--- src/sv/eea_pkg.sv ---
// Package for the epoch ensemble averager.
// Holds command and status codes, fixed field widths and the accumulator control struct.
// No dependencies.
package eea_pkg;

  // Fixed field widths.
  localparam int CMD_W      = 2;
  localparam int CHANNEL_W  = 6;
  localparam int POSITION_W = 10;
  localparam int STATUS_W   = 2;
  localparam int CHAN_REG_W = 7;
  localparam int SAMP_REG_W = 11;
  localparam int CFG_IDX_W  = 1;
  localparam int CFG_DATA_W = 11;

  // Commands.
  localparam logic [CMD_W-1:0] CMD_ADD   = 2'd0;
  localparam logic [CMD_W-1:0] CMD_READ  = 2'd1;
  localparam logic [CMD_W-1:0] CMD_CLEAR = 2'd2;
  localparam logic [CMD_W-1:0] CMD_NONE  = 2'd3;

  // Result status codes.
  localparam logic [STATUS_W-1:0] STATUS_OK    = 2'd0;
  localparam logic [STATUS_W-1:0] STATUS_NOEP  = 2'd1;
  localparam logic [STATUS_W-1:0] STATUS_RANGE = 2'd2;

  // Configuration register indexes and reset values.
  localparam logic [CFG_IDX_W-1:0] CFG_CHANNELS = 1'd0;
  localparam logic [CFG_IDX_W-1:0] CFG_SAMPLES  = 1'd1;
  localparam logic [CHAN_REG_W-1:0] CHAN_RESET = 7'd64;
  localparam logic [SAMP_REG_W-1:0] SAMP_RESET = 11'd1024;

  // Control of the accumulator memory for one item.
  typedef struct packed {
    logic rd;     // read the addressed sum
    logic wr;     // write back the updated sum
    logic first;  // no epoch complete yet: store the sample as is
  } acc_ctl_t;

endpackage

--- src/sv/eea_div.sv ---
// Sequential divider of the epoch ensemble averager.
// Signed sum by unsigned count, one quotient bit per cycle, truncated and clamped.
// Depends on eea_pkg.
module eea_div #(
  parameter int DIVIDEND_W = 40,
  parameter int DIVISOR_W  = 16,
  parameter int RESULT_W   = 24
) (
  input  logic                         clk,
  input  logic                         rst,
  input  logic                         start,
  input  logic signed [DIVIDEND_W-1:0] dividend,
  input  logic [DIVISOR_W-1:0]         divisor,
  output logic                         done,
  output logic signed [RESULT_W-1:0]   quotient
);
  import eea_pkg::*;

  localparam int STEP_W = $clog2(DIVIDEND_W + 1);
  localparam logic [DIVIDEND_W-1:0] MAG_POS =
    DIVIDEND_W'((64'd1 << (RESULT_W - 1)) - 64'd1);
  localparam logic [DIVIDEND_W-1:0] MAG_NEG = MAG_POS + DIVIDEND_W'(1);

  logic                  busy;
  logic                  fin;
  logic                  neg;
  logic [STEP_W-1:0]     step;
  logic [DIVIDEND_W-1:0] quo;
  logic [DIVISOR_W-1:0]  rem;
  logic [DIVISOR_W-1:0]  dvs;
  logic [DIVISOR_W:0]    trial;
  logic                  take;
  logic [DIVISOR_W:0]    trial_sub;

  // One restoring step: shift in the next dividend bit and try to subtract.
  assign trial     = {rem, quo[DIVIDEND_W-1]};
  assign take      = trial >= {1'b0, dvs};
  assign trial_sub = trial - {1'b0, dvs};

  // Control: busy for one step per dividend bit, then fin to sign and clamp and raise done.
  always_ff @(posedge clk) begin
    if (rst) begin
      busy <= 1'b0;
      fin  <= 1'b0;
      done <= 1'b0;
      step <= '0;
    end else begin
      done <= fin;
      fin  <= 1'b0;
      if (start) begin
        busy <= 1'b1;
        step <= STEP_W'(DIVIDEND_W);
      end else if (busy) begin
        step <= step - STEP_W'(1);
        if (step == STEP_W'(1)) begin
          busy <= 1'b0;
          fin  <= 1'b1;
        end
      end
    end
  end

  // Datapath: magnitude, remainder and quotient bits.
  always_ff @(posedge clk) begin
    if (start) begin
      neg <= dividend[DIVIDEND_W-1];
      quo <= dividend[DIVIDEND_W-1] ? DIVIDEND_W'(-dividend) : DIVIDEND_W'(dividend);
      rem <= '0;
      dvs <= divisor;
    end else if (busy) begin
      quo <= {quo[DIVIDEND_W-2:0], take};
      rem <= take ? trial_sub[DIVISOR_W-1:0] : trial[DIVISOR_W-1:0];
    end
  end

  // Apply the sign and clamp to the result range.
  always_ff @(posedge clk) begin
    if (fin) begin
      if (neg) begin
        quotient <= (quo > MAG_NEG) ? {1'b1, {(RESULT_W-1){1'b0}}}
                                    : RESULT_W'(-quo[RESULT_W-1:0]);
      end else begin
        quotient <= (quo > MAG_POS) ? {1'b0, {(RESULT_W-1){1'b1}}}
                                    : quo[RESULT_W-1:0];
      end
    end
  end

  // A new division never starts while one is running.
  a_no_restart: assert property (@(posedge clk) disable iff (rst)
    (busy || fin) |-> !start)
    else $error("divider restarted while busy");

endmodule
--- config.mk ---
export PLATFORM = sky130hd
export DESIGN_NAME = eea_div
export DESIGN_NICKNAME = d
export VERILOG_FILES = /design/src/sv/eea_pkg.sv /design/src/sv/eea_div.sv
export SDC_FILE = /design/constraint.sdc
export NUM_CORES = 1
export LEC_CHECK = 0
export BUFFER_PORTS_ARGS = -buffer_cell sky130_fd_sc_hd__clkbuf_2
export CAP_MARGIN = 20
export CORE_MARGIN = 3
export CORE_UTILIZATION = 50
export CTS_BUF_LIST = sky130_fd_sc_hd__clkbuf_8 sky130_fd_sc_hd__clkbuf_16
export CTS_CLUSTER_SIZE = 8
export DETAILED_ROUTE_END_ITERATION = 10
export PLACE_DENSITY = 0.69
export SETUP_SLACK_MARGIN = 0.4
export SYNTH_ARGS = -nofsm -noshare
export SYNTH_HDL_FRONTEND = slang
export SYNTH_SLANG_ARGS = --single-unit
--- constraint.sdc ---
create_clock -name clk -period 3.1 [get_ports clk]
set_clock_uncertainty 0.05 [all_clocks]
set_input_delay 0 -clock clk [delete_from_list [all_inputs] [get_ports clk]]
set_output_delay 0 -clock clk [all_outputs]
set_load 0.05 [all_outputs]
==> impl_metrics.toml <==
[synthesis]
ys_seq_elements = 106
synth.distinct_cells = 64
synthArstFlopShare_pct = 0
synth_edf_count = 81
post_synth_fa_ha_maj_area_fraction_pct = 4.19
synth_flop_cell = "edfxtp_1"
synth_mux_area_share_pct = 0.795
synthSimpleGateAreaFrac_pct = 18.7
synth_xor_area_share_pct = 7.06
yosysWarningCount = 0
synth_top_area_share_pct = 37.7
yosys-top-cells-count = "nor2_1, edfxtp_1, a21oi_1, nand2_1, xor2_1"
synth_compound_area_share_pct = 19.5
synth_top_family_by_area = "compound AO/OA/AOI/OAI gates"
syn_avg_cell_area_um2 = 9.20
synthCells = 702
synth_area_um2 = 6450
yosys.area.top_type = "edfxtp_1"
synth.area.top_cells = "edfxtp_1, dfxtp_1, nor2_1, xor2_1, a21oi_1"
yosysMostFrequentCell = "nor2_1"
syn-num-nets = 782
seq_area_frac_synth_pct = 45.4

[run]
drv_cap = 0

[status]
status = "completed"

[route]
ant_nets = 0
vias_per_cell = 5.67
finalWirelength_um = 14600
dr.pass1.iters = 5
drc_errors = 0
drt_iter0_drc = 342
wl_per_cell_um = 15.1
vias = 5509

[timing]
fmaxAchievable_ghz = 0.384
setup_violations = 0
min_period_ns = 2.61
setup_tns_ns = 0
worstMarginPinSlew_ns = 0.935
period_share_pct = 84.0
finalHoldViolations = 0
slew_headroom_pct = 37.6
rsz0062_at_grt = "yes"
drv_slew = 0

[global_routing]
grt_usage_pct = 20.1
antenna_found_initial = 0
grt_overflow = 0
grt_max_degree = 62
grt_pass1_wl_um = 23800
first_global_vias = 4985

[pwr]
finalPower_w = 0.00359
pwr-share-seq_pct = 49.1
p_per_area_nw_per_um2 = 465
power_frac_comb_pct = 19.2
switching_share_pct = 28.2
p_leak_nw = 2.93
power_switching_w = 0.00101
vdd_drop_max_mv = 0.228
clock_power_share_pct = 31.6
intPower_w = 0.00258

[cts]
root_buffer = "clkbuf_16"
clkLatencyLatePin_ns = 0.35
cts_buffers = 9
cts_tree = "built"
clkTransAtPathRegs_ns = 0.07
cts_sinks = 106
cts_buffer_depth = 2
cts.htree.levels = 3

[worst_setup_path]
cp-start-kind = "flip-flop"
path_class = "reg -> reg"
worstPathArrival_ns = 2.73
cp-end-kind = "flip-flop"
required_ns = 3.23
critPathMaxFanout = 14

[finish]
nFillCells = 1050
antennaDiodeCount = 0
drive_gt1_share_pct = 19.8
synthToLayoutAreaGrowth_pct = 19.5
nets = 879

[placement]
portBuffers = 83
gp_congestion = 0.871
dp_hpwl_um = 10200

[die]
io_pins = 84
core_um2 = 12300
placementRows = 40
die_area_um2 = 14300
die_x_um = 120
start_util_pct = 52.4
die_y_um = 120

[worst_hold_path]
min_path_type = "in -> reg"
-- state kept, by name, indices dropped and copies added (netlist names), 6 cells and up --
| name | count |
|---|---|
| quo | 40 |
| dvs | 16 |
| quotient | 24 |
| rem | 16 |
| step | 6 |
-- per-stage QoR --
stage | util (%) | worst slack, ns | instances | hold slack, ns | instance area (µm²)
floorplan | - | 0.411 | 702 | 0.0489 | 6450
global placement | 56.9 | 0.225 | 926 | 0.126 | 7010
detailed placement | 56.9 | 0.146 | 926 | 0.129 | 7010
CTS | 61.1 | 0.404 | 963 | 0.00313 | 7530
global route | 62.7 | 0.310 | 972 | 0.0257 | 7710
finish | 62.7 | 0.495 | 972 | 0.00586 | 7710
-- cells by family (layout without fill, tap and decap cells) --
kind of cell / after synthesis / in the layout
AOI/OAI and AO/OA: 195 / 195
xor gates and xnor gates: 52 / 52
adders and majority gates: 21 / 21
buffers and inverters: 72 / 173
DFF: 106 / 106
muxes: 5 / 5
and+or+nand+nor: 251 / 252
-- placed cells by master, fill, tap and decap left out, drive strengths merged, types with 3 or more instances in the layout --
cell type / count
o211ai: 3
ha: 20
nand2: 55
o41ai: 4
or3: 11
o21a: 5
a311oi: 17
nor4b: 3
dfxtp: 25
nor4: 10
mux2i: 4
o31ai: 16
dlygate4sd3: 20
nand3: 7
a31oi: 14
nand4: 3
clkbuf: 91
a21oi: 70
buf: 20
nand3b: 4
nor2: 102
edfxtp: 81
nor2b: 6
o21ai: 34
a211oi: 6
or4: 9
or2: 8
a21o: 3
xnor2: 10
clkinv: 4
inv: 36
xor2: 42
nor3: 21
o22ai: 3
nand2b: 6
-- layout make-up --
type	count	area [µm²]	area share, %
clock buffers	9	225	2.92
well taps	168	210	2.73
clock inverters	7	67.6	0.876
flip-flops and latches	106	2930	38.0
repair buffers	122	764	9.91
inverters	35	131	1.70
multi-input cells	525	3380	43.8
-- path summary, 6_finish.rpt --
| check | start | end | slack [ns] | cells past startpoint |
|---|---|---|---|---|
| worst min-delay path | dividend[15] | quo[15]$_DFFE_PP_ | 0.006 | 3 |
| worst max-delay path | quo[15]$_DFFE_PP_ | quotient[12]$_DFFE_PP_ | 0.49 | 7 |
| worst max register to register | quo[15]$_DFFE_PP_ | quotient[12]$_DFFE_PP_ | 0.49 | 7 |
| worst min register to register | rem[5]$_SDFFE_PP0P_ | rem[6]$_SDFFE_PP0P_ | 0.45 | 2 |
-- worst max-delay path: stages, from the launching register on --
cell and delay (ns):
edfxtp_1 0.49, or4_4 0.56, nor4_4 0.22, nand2b_1 0.12
or3_4 0.40, a21oi_4 0.20, nor2b_4 0.12, a311oi_2 0.26
-- power by group through the flow --
stage	Sequential [W]	Combinational (W)	Clock, W
floorplan	0.00175	0.000457	0
global placement	0.00178	0.000599	0
detailed placement	0.00179	0.000614	0
CTS	0.00176	0.000640	0.00116
global route	0.00178	0.000777	0.00121
finish	0.00176	0.000691	0.00114
-- per-layer routing --
metal / GRT usage, % / up-vias / wire, µm / share of wire, %
met5: 0 / - / 0 / 0
met4: 7.23 / 0 / 246 / 1.7
met3: 2.87 / 17 / 736 / 5.0
met2: 31.4 / 151 / 6770 / 46
met1: 28.7 / 2571 / 6880 / 47
li1: - / 2770 / - / -
-- what timing repair did --
action                     CTS  global route
gates resized for setup      6            27
buffers inserted             1             8
gates cloned                 0             1
setup endpoints to repair   31            43
hold endpoints to repair    28             0
pin swaps                    1             5
hold buffers                20             0
(Power assumes the default switching activity.)
